## src/rtl/tsp_pkg.sv

```systemverilog
package tsp_pkg;

  // Field widths of the item payloads
  localparam int SPEED_W   = 24;
  localparam int RATE_W    = 27;
  localparam int STEPS_W   = 32;
  localparam int PERIOD_W  = 16;
  localparam int CMP_W     = 15;
  localparam int PHASE_W   = 2;
  localparam int SPEED_FRAC = 8;

  // Defaults for the top-level parameters
  localparam int STEP_BITS_DEF  = 32;
  localparam int PERIOD_MAX_DEF = 65535;
  localparam int PERIOD_MIN_DEF = 100;

  // Register reset values
  localparam logic [SPEED_W-1:0] BASE_SPEED_RST = 24'd25600;
  localparam logic [RATE_W-1:0]  TIMER_RATE_RST = 27'd1800000;

  // Configuration port
  localparam int CFG_IDX_W  = 1;
  localparam int CFG_DATA_W = RATE_W;
  localparam logic [CFG_IDX_W-1:0] CFG_BASE_SPEED = 1'd0;
  localparam logic [CFG_IDX_W-1:0] CFG_TIMER_RATE = 1'd1;

  // Item kinds
  localparam logic KIND_START = 1'b0;
  localparam logic KIND_TICK  = 1'b1;

  // Motion phases
  localparam logic [PHASE_W-1:0] PH_STOP   = 2'd0;
  localparam logic [PHASE_W-1:0] PH_ACCEL  = 2'd1;
  localparam logic [PHASE_W-1:0] PH_CRUISE = 2'd2;
  localparam logic [PHASE_W-1:0] PH_DECEL  = 2'd3;

  typedef struct packed {
    logic               kind;
    logic [SPEED_W-1:0] cruise_speed;
    logic [STEPS_W-1:0] move_steps;
    logic [STEPS_W-1:0] ramp_up_steps;
    logic [STEPS_W-1:0] ramp_down_steps;
    logic               direction;
  } tsp_in_t;

  typedef struct packed {
    logic                accepted;
    logic [PHASE_W-1:0]  phase;
    logic [PERIOD_W-1:0] period;
    logic [CMP_W-1:0]    compare;
    logic                dir_out;
    logic                drive_enable;
    logic                done_res;
  } tsp_out_t;

endpackage

```

## src/rtl/tsp_divider.sv

```systemverilog
module tsp_divider #(
  parameter int NUM_W = 35,
  parameter int DEN_W = 32
) (
  input  logic             clk,
  input  logic             rst,
  input  logic             go,
  input  logic [NUM_W-1:0] dividend,
  input  logic [DEN_W-1:0] divisor,
  output logic             done,
  output logic [NUM_W-1:0] quotient
);

  localparam int CNT_W = $clog2(NUM_W + 1);

  logic [DEN_W-1:0] rem;
  logic [DEN_W-1:0] den;
  logic [NUM_W-1:0] quo;
  logic [CNT_W-1:0] cnt;
  logic             busy;
  logic [DEN_W:0]   trial;
  logic [DEN_W:0]   trial_sub;
  logic             fits;

  // Bring down the next dividend bit and try the subtract
  assign trial     = {rem, quo[NUM_W-1]};
  assign trial_sub = trial - {1'b0, den};
  assign fits      = (trial >= {1'b0, den});
  assign quotient  = quo;

  // Shift one quotient bit in per cycle
  always_ff @(posedge clk) begin
    if (rst) begin
      busy <= 1'b0;
      done <= 1'b0;
      cnt  <= '0;
    end else begin
      done <= 1'b0;
      if (go) begin
        den  <= divisor;
        quo  <= dividend;
        rem  <= '0;
        cnt  <= '0;
        busy <= 1'b1;
      end else if (busy) begin
        rem <= fits ? trial_sub[DEN_W-1:0] : trial[DEN_W-1:0];
        quo <= {quo[NUM_W-2:0], fits};
        cnt <= cnt + 1'b1;
        if (cnt == CNT_W'(NUM_W - 1)) begin
          busy <= 1'b0;
          done <= 1'b1;
        end
      end
    end
  end

  // Done only closes a running division
  a_done_after_busy: assert property (@(posedge clk) disable iff (rst)
    done |-> $past(busy))
    else $error("divider done without a running division");

  // Count stays inside the iteration range
  a_cnt_range: assert property (@(posedge clk) disable iff (rst)
    busy |-> (cnt < CNT_W'(NUM_W)))
    else $error("divider count out of range");

  // A fresh start leaves the divider busy and not yet done
  a_go_busy: assert property (@(posedge clk) disable iff (rst)
    go |=> busy && !done)
    else $error("divider did not start");

endmodule

```

## src/rtl/trapezoid_step_profile.sv

```systemverilog
// Trapezoidal stepper speed profile. A start item (kind 0) loads a move while
// stopped; each step tick (kind 1) advances the step count, phase and speed.
// Every item gives one result with the timer period timer_rate*256/speed,
// clamped to PERIOD_MIN..PERIOD_MAX, and half of it as compare. All divisions
// run on one shared radix-2 divider that retires one quotient bit per cycle
// over a 35-bit dividend: a tick or an ignored item runs one period division,
// a start two rate divisions and then one period division, and the next item
// is taken once the result sits in the output register. One item is in
// work at a time; the next item is taken while the previous result still
// waits in the output register, and a result that finds that register full
// holds the block until the receiver takes the older one.
module trapezoid_step_profile #(
  parameter int STEP_BITS  = tsp_pkg::STEP_BITS_DEF,
  parameter int PERIOD_MAX = tsp_pkg::PERIOD_MAX_DEF,
  parameter int PERIOD_MIN = tsp_pkg::PERIOD_MIN_DEF
) (
  input  logic                               clk,
  input  logic                               rst,
  input  logic                               in_valid,
  output logic                               in_ready,
  input  tsp_pkg::tsp_in_t                   in_item,
  output logic                               out_valid,
  input  logic                               out_ready,
  output tsp_pkg::tsp_out_t                  out_item,
  input  logic                               cfg_we,
  input  logic [tsp_pkg::CFG_IDX_W-1:0]      cfg_index,
  input  logic [tsp_pkg::CFG_DATA_W-1:0]     cfg_data
);
  import tsp_pkg::*;

  localparam int DIV_DEN_W = (STEP_BITS > SPEED_W) ? STEP_BITS : SPEED_W;
  localparam int DIV_NUM_W = RATE_W + SPEED_FRAC;

  localparam logic [2:0] S_IDLE = 3'd0;
  localparam logic [2:0] S_RISE = 3'd1;
  localparam logic [2:0] S_FALL = 3'd2;
  localparam logic [2:0] S_PER  = 3'd3;
  localparam logic [2:0] S_OUT  = 3'd4;

  logic [2:0]           state;
  logic [SPEED_W-1:0]   base_speed;
  logic [RATE_W-1:0]    timer_rate;
  logic [PHASE_W-1:0]   motion_phase;
  logic [STEP_BITS-1:0] step_count;
  logic [STEP_BITS-1:0] goal_steps;
  logic [STEP_BITS-1:0] accel_count;
  logic [STEP_BITS-1:0] decel_count;
  logic [STEP_BITS-1:0] ramp_edge;
  logic [SPEED_W-1:0]   speed_now;
  logic [SPEED_W-1:0]   speed_target;
  logic [SPEED_W-1:0]   rise_rate;
  logic [SPEED_W-1:0]   fall_rate;
  logic                 dir_latched;
  logic                 res_accepted;
  logic                 res_done;
  logic [PERIOD_W-1:0]  period_clamp;

  logic                 div_go;
  logic                 div_done;
  logic [DIV_NUM_W-1:0] div_num;
  logic [DIV_DEN_W-1:0] div_den;
  logic [DIV_NUM_W-1:0] div_quo;

  logic [STEP_BITS-1:0] tot;
  logic [STEP_BITS-1:0] up;
  logic [STEP_BITS-1:0] down;
  logic [STEP_BITS:0]   ramp_sum;
  logic                 ramps_long;
  logic [STEP_BITS-1:0] half_steps;
  logic [STEP_BITS-1:0] rest_steps;
  logic [SPEED_W-1:0]   tgt_fix;
  logic [SPEED_W-1:0]   speed_diff;
  logic [STEP_BITS-1:0] cnt_inc;
  logic [SPEED_W:0]     speed_up;
  logic [SPEED_W-1:0]   speed_up_sat;
  logic [SPEED_W-1:0]   speed_dn;
  logic [SPEED_W-1:0]   speed_dn_floor;
  logic [SPEED_W-1:0]   rate_q;
  logic [PERIOD_W-1:0]  period_clamp_next;
  logic                 out_load;

  assign in_ready = (state == S_IDLE);

  // Load the output register once it is free
  assign out_load = (state == S_OUT) && (!out_valid || out_ready);

  // Start item: split the ramps and raise the target
  assign tot        = in_item.move_steps[STEP_BITS-1:0];
  assign up         = in_item.ramp_up_steps[STEP_BITS-1:0];
  assign down       = in_item.ramp_down_steps[STEP_BITS-1:0];
  assign ramp_sum   = {1'b0, up} + {1'b0, down};
  assign ramps_long = (ramp_sum >= {1'b0, tot});
  assign half_steps = tot >> 1;
  assign rest_steps = tot - half_steps;
  assign tgt_fix    = (in_item.cruise_speed < base_speed) ? base_speed
                                                          : in_item.cruise_speed;
  assign speed_diff = speed_target - base_speed;

  // Step tick: next count and candidate speeds
  assign cnt_inc        = step_count + 1'b1;
  assign speed_up       = {1'b0, speed_now} + {1'b0, rise_rate};
  assign speed_up_sat   = speed_up[SPEED_W] ? {SPEED_W{1'b1}} : speed_up[SPEED_W-1:0];
  assign speed_dn       = (speed_now >= fall_rate) ? (speed_now - fall_rate) : '0;
  assign speed_dn_floor = (speed_dn < base_speed) ? base_speed : speed_dn;

  // Route the divider operands by step of the sequence
  always_comb begin
    case (state)
      S_RISE: begin
        div_num = DIV_NUM_W'(speed_diff);
        div_den = DIV_DEN_W'(accel_count);
      end
      S_FALL: begin
        div_num = DIV_NUM_W'(speed_diff);
        div_den = DIV_DEN_W'(decel_count);
      end
      default: begin
        div_num = {timer_rate, {SPEED_FRAC{1'b0}}};
        div_den = DIV_DEN_W'(speed_now);
      end
    endcase
  end

  assign rate_q = div_quo[SPEED_W-1:0];

  // Clamp the period, upper bound first
  always_comb begin
    if (div_quo > DIV_NUM_W'(PERIOD_MAX)) begin
      period_clamp_next = PERIOD_W'(PERIOD_MAX);
    end else if (div_quo < DIV_NUM_W'(PERIOD_MIN)) begin
      period_clamp_next = PERIOD_W'(PERIOD_MIN);
    end else begin
      period_clamp_next = div_quo[PERIOD_W-1:0];
    end
  end

  tsp_divider #(
    .NUM_W (DIV_NUM_W),
    .DEN_W (DIV_DEN_W)
  ) u_div (
    .clk      (clk),
    .rst      (rst),
    .go       (div_go),
    .dividend (div_num),
    .divisor  (div_den),
    .done     (div_done),
    .quotient (div_quo)
  );

  // Sequence one item through update, divisions and output
  always_ff @(posedge clk) begin
    if (rst) begin
      state        <= S_IDLE;
      div_go       <= 1'b0;
      out_valid    <= 1'b0;
      base_speed   <= BASE_SPEED_RST;
      timer_rate   <= TIMER_RATE_RST;
      motion_phase <= PH_STOP;
      step_count   <= '0;
      goal_steps   <= '0;
      accel_count  <= '0;
      decel_count  <= '0;
      ramp_edge    <= '0;
      speed_now    <= '0;
      speed_target <= '0;
      rise_rate    <= '0;
      fall_rate    <= '0;
      dir_latched  <= 1'b0;
    end else begin
      div_go <= 1'b0;
      if (cfg_we) begin
        case (cfg_index)
          CFG_BASE_SPEED: base_speed <= cfg_data[SPEED_W-1:0];
          CFG_TIMER_RATE: timer_rate <= cfg_data[RATE_W-1:0];
          default: ;
        endcase
      end
      if (out_load) begin
        out_valid <= 1'b1;
      end else if (out_ready) begin
        out_valid <= 1'b0;
      end
      case (state)
        S_IDLE: begin
          if (in_valid) begin
            div_go       <= 1'b1;
            res_accepted <= 1'b0;
            res_done     <= 1'b0;
            state        <= S_PER;
            if (in_item.kind == KIND_START && motion_phase == PH_STOP) begin
              res_accepted <= 1'b1;
              goal_steps   <= tot;
              step_count   <= '0;
              speed_now    <= base_speed;
              speed_target <= tgt_fix;
              accel_count  <= ramps_long ? half_steps : up;
              decel_count  <= ramps_long ? rest_steps : down;
              dir_latched  <= in_item.direction;
              motion_phase <= PH_ACCEL;
              state        <= S_RISE;
            end else if (in_item.kind == KIND_TICK && motion_phase != PH_STOP) begin
              res_accepted <= 1'b1;
              step_count   <= cnt_inc;
              if (cnt_inc >= goal_steps) begin
                motion_phase <= PH_STOP;
                res_done     <= 1'b1;
              end else if (cnt_inc <= accel_count) begin
                motion_phase <= PH_ACCEL;
                speed_now    <= speed_up_sat;
              end else if (cnt_inc >= ramp_edge) begin
                motion_phase <= PH_DECEL;
                speed_now    <= speed_dn_floor;
              end else begin
                motion_phase <= PH_CRUISE;
                speed_now    <= speed_target;
              end
            end
          end
        end
        S_RISE: begin
          if (div_done) begin
            rise_rate <= (accel_count == '0) ? speed_diff : rate_q;
            ramp_edge <= (decel_count > goal_steps) ? '0 : (goal_steps - decel_count);
            div_go    <= 1'b1;
            state     <= S_FALL;
          end
        end
        S_FALL: begin
          if (div_done) begin
            fall_rate <= (decel_count == '0) ? speed_diff : rate_q;
            div_go    <= 1'b1;
            state     <= S_PER;
          end
        end
        S_PER: begin
          if (div_done) begin
            period_clamp <= period_clamp_next;
            state        <= S_OUT;
          end
        end
        S_OUT: begin
          // Hold until the output register is free
          if (out_load) begin
            out_item.accepted     <= res_accepted;
            out_item.phase        <= motion_phase;
            out_item.period       <= period_clamp;
            out_item.compare      <= period_clamp[PERIOD_W-1:1];
            out_item.dir_out      <= dir_latched;
            out_item.drive_enable <= (motion_phase != PH_STOP);
            out_item.done_res     <= res_done;
            state                 <= S_IDLE;
          end
        end
        default: begin
          state <= S_IDLE;
        end
      endcase
    end
  end

  // An accepted item always starts the sequence
  a_accept_leaves_idle: assert property (@(posedge clk) disable iff (rst)
    (in_valid && in_ready) |=> (state == S_RISE || state == S_PER))
    else $error("accepted item did not start a division");

  // Divider finishes only while the sequence waits on it
  a_done_in_div_state: assert property (@(posedge clk) disable iff (rst)
    div_done |-> (state == S_RISE || state == S_FALL || state == S_PER))
    else $error("divider result arrived outside a division step");

  // A new result comes only from the output step
  a_result_from_out: assert property (@(posedge clk) disable iff (rst)
    $rose(out_valid) |-> ($past(state) == S_OUT))
    else $error("result raised outside the output step");

  // A completing tick reports a stopped, accepted move
  a_done_stops: assert property (@(posedge clk) disable iff (rst)
    (out_valid && out_item.done_res) |-> (out_item.accepted && out_item.phase == PH_STOP))
    else $error("completed move not reported as stopped");

endmodule

```

## config.mk

```make
export PLATFORM = sky130hd
export DESIGN_NAME = trapezoid_step_profile
export DESIGN_NICKNAME = d
export VERILOG_FILES = /design/src/rtl/tsp_pkg.sv /design/src/rtl/tsp_divider.sv /design/src/rtl/trapezoid_step_profile.sv
export SDC_FILE = /design/constraint.sdc
export NUM_CORES = 2
export LEC_CHECK = 0
export BUFFER_PORTS_ARGS = -buffer_cell sky130_fd_sc_hd__buf_2
export CAP_MARGIN = 20
export CORE_AREA = 2 2 265 267
export CTS_BUF_LIST = sky130_fd_sc_hd__clkbuf_16
export DETAILED_ROUTE_END_ITERATION = 10
export DIE_AREA = 0 0 267 269
export MAX_ROUTING_LAYER = met4
export PLACE_DENSITY_LB_ADDON = 0.05
export SYNTH_ARGS = -nofsm -noshare
export SYNTH_HDL_FRONTEND = slang
export SYNTH_SLANG_ARGS = --single-unit
```

## constraint.sdc

```tcl
create_clock -name clk -period 5.7 [get_ports clk]
set_input_delay 0.57 -clock clk [delete_from_list [all_inputs] [get_ports clk]]
set_output_delay 0.57 -clock clk [all_outputs]
set_load 0.01 [all_outputs]
```

* After elaboration in Yosys (flattened, before gate mapping)
Cells that the tools add are included.
** Operators by class
- $add $sub $neg :: 9
- Multiply operators :: 0
- Div/mod/pow operators :: 0
- Magnitude comparators :: 11
- Equality and inequality tests :: 11
- Shift operators :: 0
- Multiplexer cells :: 46
- Bitwise operators :: 5
- Reductions and logical operators :: 31
** Operator list (count)
- 24-bit two-way mux :: 11
- 32-bit two-way mux :: 7
- 35-bit two-way mux :: 3
- 33-bit by 32-bit greater-or-equal comparator with 1-bit output :: 2
- 32-bit greater-or-equal comparator :: 2
- 32-bit logical NOT :: 2
- 32-bit one-hot mux with 2 select lines :: 1
- 32-bit subtractor :: 2
- 24-bit less-than comparator :: 2
- 24-bit subtractor :: 2
- 35-bit by 16-bit greater-than comparator with 1-bit output (second input constant) :: 1
- 35-bit by 7-bit less-than comparator with 1-bit output (second input constant) :: 1
- 32-bit by 32-bit adder with 33-bit output :: 1
- 32-bit by 1-bit adder with 32-bit output (second input constant) :: 1
- 32-bit greater-than comparator :: 1
- 32-bit <= comparator :: 1
- 32-bit by 31-bit subtractor with 32-bit output :: 1
- 24-bit by 24-bit adder with 25-bit output :: 1
- 24-bit greater-or-equal comparator :: 1
- 16-bit two-way mux :: 1
- 3-bit two-way mux :: 5
- 3-bit one-hot mux with 5 select lines :: 1
- 3-bit AND reduction :: 5
- 2-bit AND reduction :: 6
- other kinds (21) :: 52
** Word-level totals
- Register bits :: 477
- Latch bits :: 0
- Memory bits (writable) :: 0
- ROM bits :: 0
- Output and inout port bits :: 39
- Memories :: 0

* Logic depth before layout (Yosys ltp)
- Depth in word-level cells :: 9
- Gate-level depth with buffers :: 25
- Gate-level depth less buffers :: 24

* Modules after synthesis
From an unflattened synthesis, not the netlist that was laid out.
** Second synthesis, totals
- Cells, all modules :: 4185
- Area, all modules :: 34538.1 um^2
** By module, submodules not included
- trapezoid_step_profile :: instances 1, cells each 3628, area an instance 28471.1 um^2, sequential area each 7507.2 um^2
- tsp_divider :: instances 1, cells each 557, area an instance 6067.1 um^2, sequential area each 3133.0 um^2

* Worst setup path after synthesis
No wires, ideal clock.
- Kind :: register to register
- Start :: register speed_now[1]
- End :: register speed_now[19]
- Data arrival time :: 4.620 ns
- Data required time :: 5.608 ns
- Slack :: 0.988 ns
- Stages on the path, launching flop included :: 20
- Cells stage by stage :: dfxtp_1 > ha_1 > nor2b_1 > o31a_1 > o31ai_2 > nor2_1 > o311a_1 > or3_1 > a21oi_1 > xor2_1 > nor2_1 > ha_1 > nand4_1 > or3_1 > or3_1 > o211ai_1 > o21ai_2 > buf_2 > o311a_1 > o32ai_1
** Between the ends
- Longest elaborated chain between the ends :: 9
- Elaborated cells on any way between the ends :: 12
** RTL lines
- from (decl) :: line trapezoid_step_profile.sv:49 : logic [SPEED_W-1:0] speed_now;
- from (signal assigned) :: line trapezoid_step_profile.sv:194 : speed_now <= base_speed;
- from (signal assigned) :: line trapezoid_step_profile.sv:209 : speed_now <= speed_up_sat;
- from (signal assigned) :: line trapezoid_step_profile.sv:212 : speed_now <= speed_dn_floor;
- 24-bit subtractor or 24-bit greater-or-equal comparator (tied branches) :: line trapezoid_step_profile.sv:103 : assign speed_dn = (speed_now >= fall_rate) ? (speed_now - fall_rate) : '0;
- 24-bit two-way mux :: line trapezoid_step_profile.sv:103
- 24-bit less-than comparator :: line trapezoid_step_profile.sv:104 : assign speed_dn_floor = (speed_dn < base_speed) ? base_speed : speed_dn;
- 24-bit two-way mux :: line trapezoid_step_profile.sv:104
- 24-bit two-way mux :: line trapezoid_step_profile.sv:210 : end else if (cnt_inc >= ramp_edge) begin
- 24-bit two-way mux * :: line trapezoid_step_profile.sv:207 : end else if (cnt_inc <= accel_count) begin
- 24-bit two-way mux * :: line trapezoid_step_profile.sv:204 : if (cnt_inc >= goal_steps) begin
- 24-bit two-way mux * :: line trapezoid_step_profile.sv:201 : end else if (in_item.kind == KIND_TICK && motion_phase != PH_STOP) begin
- 24-bit two-way mux * :: line trapezoid_step_profile.sv:190 : if (in_item.kind == KIND_START && motion_phase == PH_STOP) begin
Mark *: on every way between the ends. The rest lies on a longest branch, timed or not. The select of a mux whose other input is x is not followed.
A chain may end at the register's enable or synchronous reset.

* Worst setup path after layout
- Start :: register fall_rate[1]
- End :: register speed_now[2]
** Between the ends
- Longest elaborated chain between the ends :: 9
- Elaborated cells on any way between the ends :: 10
** RTL lines
- from (decl) :: line trapezoid_step_profile.sv:52 : logic [SPEED_W-1:0] fall_rate;
- from (signal assigned) :: line trapezoid_step_profile.sv:230 : fall_rate <= (decel_count == '0) ? speed_diff : rate_q;
- 24-bit subtractor or 24-bit greater-or-equal comparator (tied branches) :: line trapezoid_step_profile.sv:103
- 24-bit two-way mux * :: line trapezoid_step_profile.sv:103
- 24-bit less-than comparator :: line trapezoid_step_profile.sv:104
- 24-bit two-way mux * :: line trapezoid_step_profile.sv:104
- 24-bit two-way mux * :: line trapezoid_step_profile.sv:210
- 24-bit two-way mux * :: line trapezoid_step_profile.sv:207
- 24-bit two-way mux * :: line trapezoid_step_profile.sv:204
- 24-bit two-way mux * :: line trapezoid_step_profile.sv:201
- 24-bit two-way mux * :: line trapezoid_step_profile.sv:190
Marked as above.

==> impl_metrics.env <==
export IMPL_syn_area_per_cell_um2=8.067
export IMPL_maxCapViolations=0
export IMPL_wl_per_cell_um=23.34
export IMPL_synth_common_cells="566 x nand2_1, 384 x a21oi_1, 378 x ha_1"
export IMPL_yosysMostFrequentCell="nand2_1"
export IMPL_p_leak_nw=16.19
export IMPL_vias_per_cell=6.076
export IMPL_fin_crit_ps=5439
export IMPL_syn_area_um2=34320
export IMPL_grt_max_degree=153
export IMPL_slew_headroom_pct=25.63
export IMPL_synth_top_cells_by_area="dfxtp_1 19%, ha_1 14%, edfxtp_1 12%"
export IMPL_synthToLayoutAreaGrowth_pct=11.15
export IMPL_fp_dieH_um=269
export IMPL_setup_viol=0
export IMPL_critical_path_startpoint="fall_rate[1]"
export IMPL_coreArea_um2=69300
export IMPL_drc_errors=0
export IMPL_fin_setup_tns_ps=0
export IMPL_yosys_cell_types_count=101
export IMPL_crit_path_end="speed_now[2]"
export IMPL_insertion_delay_ps=670
export IMPL_fin_nets=4922
export IMPL_ys_seq_area_share_pct=31.01
export IMPL_async_reset_ff_share_pct=0
export IMPL_cts_buffers=55
export IMPL_min_period_over_period_pct=95.43
export IMPL_finalPower_mw=11.31
export IMPL_die_w_um=267
export IMPL_ys_ff_latch=462
export IMPL_cts_setup_buffers=0
export IMPL_start_util_pct=49.52
export IMPL_track_usage_pct=35.12
export IMPL_path_cells="inv_1 -> ha_1 -> nor2b_1 -> o31a_1 -> o31ai_2 -> nor2_1 -> o311a_1 -> or3_1 -> a21oi_1 -> xor2_1 -> nor2_1 -> ha_1 -> nand3_1 -> or4_1 -> nor2_1 -> a221oi_1 -> o211ai_1 -> o21ai_2 -> buf_12 -> or3_1 -> o211ai_1 -> o2bb2ai_1 -> a211oi_1"
export IMPL_vias=32610
export IMPL_yosysTopAreaCellShare_pct=18.84
export IMPL_ios=194
export IMPL_cpMaxStageDelayCell="or4_1"
export IMPL_fp_row_count=97
export IMPL_path_class="reg2reg"
export IMPL_synthFlopType="dfxtp_1"
export IMPL_start_kind="register"
export IMPL_fin_util_pct=55.04
export IMPL_n_fill_cell=6657
export IMPL_cp_arrival_ps=5970
export IMPL_powerDensity_nw_per_um2=296.4
export IMPL_max_stage_delay_ps=550
export IMPL_hp_class="in2reg"
export IMPL_irDropWorstVdd_uv=259.3
export IMPL_skew_ps=55.67
export IMPL_endpoint_kind="register"
export IMPL_synth_edf_count=139
export IMPL_rsz0062_at_grt="no"
export IMPL_grt_first_pass_wirelength_mm=185.1
export IMPL_drive_gt1_share_pct=9.288
export IMPL_drt_initial_drc_count=3437
export IMPL_cts_tree="built"
export IMPL_path_clk_slew_ps=70
export IMPL_status="finished, final reports clean"
export IMPL_clock_tree_buffer_depth=3
export IMPL_htreeDepth=2
export IMPL_fmax_ghz=0.1838
export IMPL_slew_violations=0
export IMPL_grt_pass1_vias=29216
export IMPL_dr_pass1_iters=5
export IMPL_post_cts_resize_count=0
export IMPL_r2r_end="speed_now[2]"
export IMPL_hpwl_mm=98.06
export IMPL_cpMostUsedCell="nor2_1"
export IMPL_synth_top_area_cell="dfxtp_1"
export IMPL_drtAntennaViolNets=0
export IMPL_cts_sinks=462
export IMPL_r2r_start="fall_rate[1]"
export IMPL_antenna_found_initial=3
export IMPL_yosys_warnings=0
export IMPL_postCtsHoldBufs=0
export IMPL_die_area_um2=71820
export IMPL_clockRootBuffer="clkbuf_16"
export IMPL_r2r_slack_ps=260
export IMPL_routed_wl_mm=125.3
export IMPL_globalplace_congestion=1.044
export IMPL_placement_io_buffers=193
export IMPL_finalHoldViolations=0
export IMPL_globalRouteOverflowTotal=0
export IMPL_syn_nets=4794
export IMPL_crit_fanout=18
export IMPL_r2r_cells=23
export IMPL_crit_required_ps=6230
export IMPL_worst_pin_slew_ps=1111
export IMPL_syn_inst=4254
## layout make-up
| class | count | area [um2] | area share, % |
|---|---|---|---|
| repair buffers | 267 | 1603 | 4.202 |
| inverters | 301 | 1130 | 2.962 |
| clock buffers | 56 | 1401 | 3.674 |
| clock inverters | 44 | 430.4 | 1.128 |
| diodes | 2 | 5.005 | 0.01312 |
| well taps | 940 | 1176 | 3.083 |
| multi-input cells | 3295 | 21760 | 57.04 |
| flip-flops and latches | 462 | 10640 | 27.90 |
## metal layers
layer / routed length (um) / part of all wire, % / GRT usage, % / vias up
met2: 49770 / 40 / 47.61 / 1367
met1: 60760 / 49 / 53.31 / 15468
met4: 3352 / 2.7 / 9.095 / 0
met3: 11380 / 9.1 / 5.516 / 179
met5: 0 / 0 / - / -
li1: - / - / - / 15596
## how the worst min path moves through the flow
| stage | start | to | slack [ps] | depth (start not counted) |
|---|---|---|---|---|
| 2_1_floorplan | res_done | out_item[0] | 400 | 0 |
| 3_5_place_dp | period_clamp[3] | out_item[21] | 400 | 0 |
| 6_report | cfg_data[26] | timer_rate[26] | 150 | 3 |
| 4_1_cts | cfg_data[26] | timer_rate[26] | 120 | 3 |
| 5_1_grt | cfg_data[6] | timer_rate[6] | 150 | 3 |
| 3_3_place_gp | res_done | out_item[0] | 400 | 0 |
## cells by family after synthesis
family | Yosys count | share of synthesized area (%)
multiplexers | 82 | 2.399
adder cells (fa/ha/maj) | 385 | 14.19
XOR/XNOR | 187 | 4.773
buffers and inverters | 497 | 5.783
AO/OA/AOI/OAI | 1282 | 23.91
flip-flops | 462 | 31.01
AND/OR/NAND/NOR | 1359 | 17.93
## cell usage in the layout, fill, tap and decap left out, types with 36 or more instances in the layout
| cell type | instances |
|---|---|
| nor4_1 | 36 |
| nor2_1 | 325 |
| o21a_1 | 64 |
| dfxtp_1 | 322 |
| nor3_1 | 75 |
| a21o_1 | 104 |
| inv_1 | 312 |
| ha_1 | 378 |
| a22o_1 | 41 |
| a211oi_1 | 59 |
| nand4_1 | 55 |
| o21ai_0 | 248 |
| edfxtp_1 | 139 |
| a22oi_1 | 44 |
| a21oi_1 | 384 |
| xnor2_1 | 120 |
| xor2_1 | 67 |
| a31oi_1 | 83 |
| buf_4 | 68 |
| mux2i_1 | 80 |
| nand2_1 | 566 |
| nand3_1 | 95 |
| clkbuf_16 | 56 |
| buf_2 | 192 |
## where the power goes
group | leakage [nW] | internal [mW] | switching (mW)
clock | 0.937 | 2.06 | 1.55
combinational | 11.4 | 1.48 | 2.47
sequential | 3.90 | 3.55 | 0.190
total | 16.2 | 7.10 | 4.21
## per-stage QoR
step | hold slack, ps | setup slack, ps | instance area, um2 | cells
finish | 149.8 | 260.8 | 38140 | 5367
global route | 149.9 | 58.42 | 38140 | 5366
CTS | 116.8 | 358.8 | 38120 | 5364
detailed placement | 404.5 | 166.4 | 36290 | 5264
global placement | 401.2 | 212.4 | 36280 | 5263
floorplan | 400.3 | 988.1 | 34320 | 4254
## registers in the layout (all words and copies together) (netlist names), 2 cells and up
name / count
fall_rate: 24
out_item: 22
u_div.rem: 32
base_speed: 24
u_div.den: 32
ramp_edge: 32
period_clamp: 16
accel_count: 32
state: 3
speed_now: 24
step_count: 32
u_div.cnt: 6
speed_target: 24
timer_rate: 27
u_div.quotient: 35
goal_steps: 32
motion_phase: 2
rise_rate: 24
decel_count: 32
## worst max-delay path, delay by kind of cell (launching register included)
family                   cells  cell delay [ps]
AO/OA/AOI/OAI               10             2010
AND/OR/NAND/NOR              8             1860
adder cells (fa/ha/maj)      2              580
flip-flops                   1              330
buffers and inverters        2              270
XOR/XNOR                     1              210
Power figures use the tool's default switching activity.
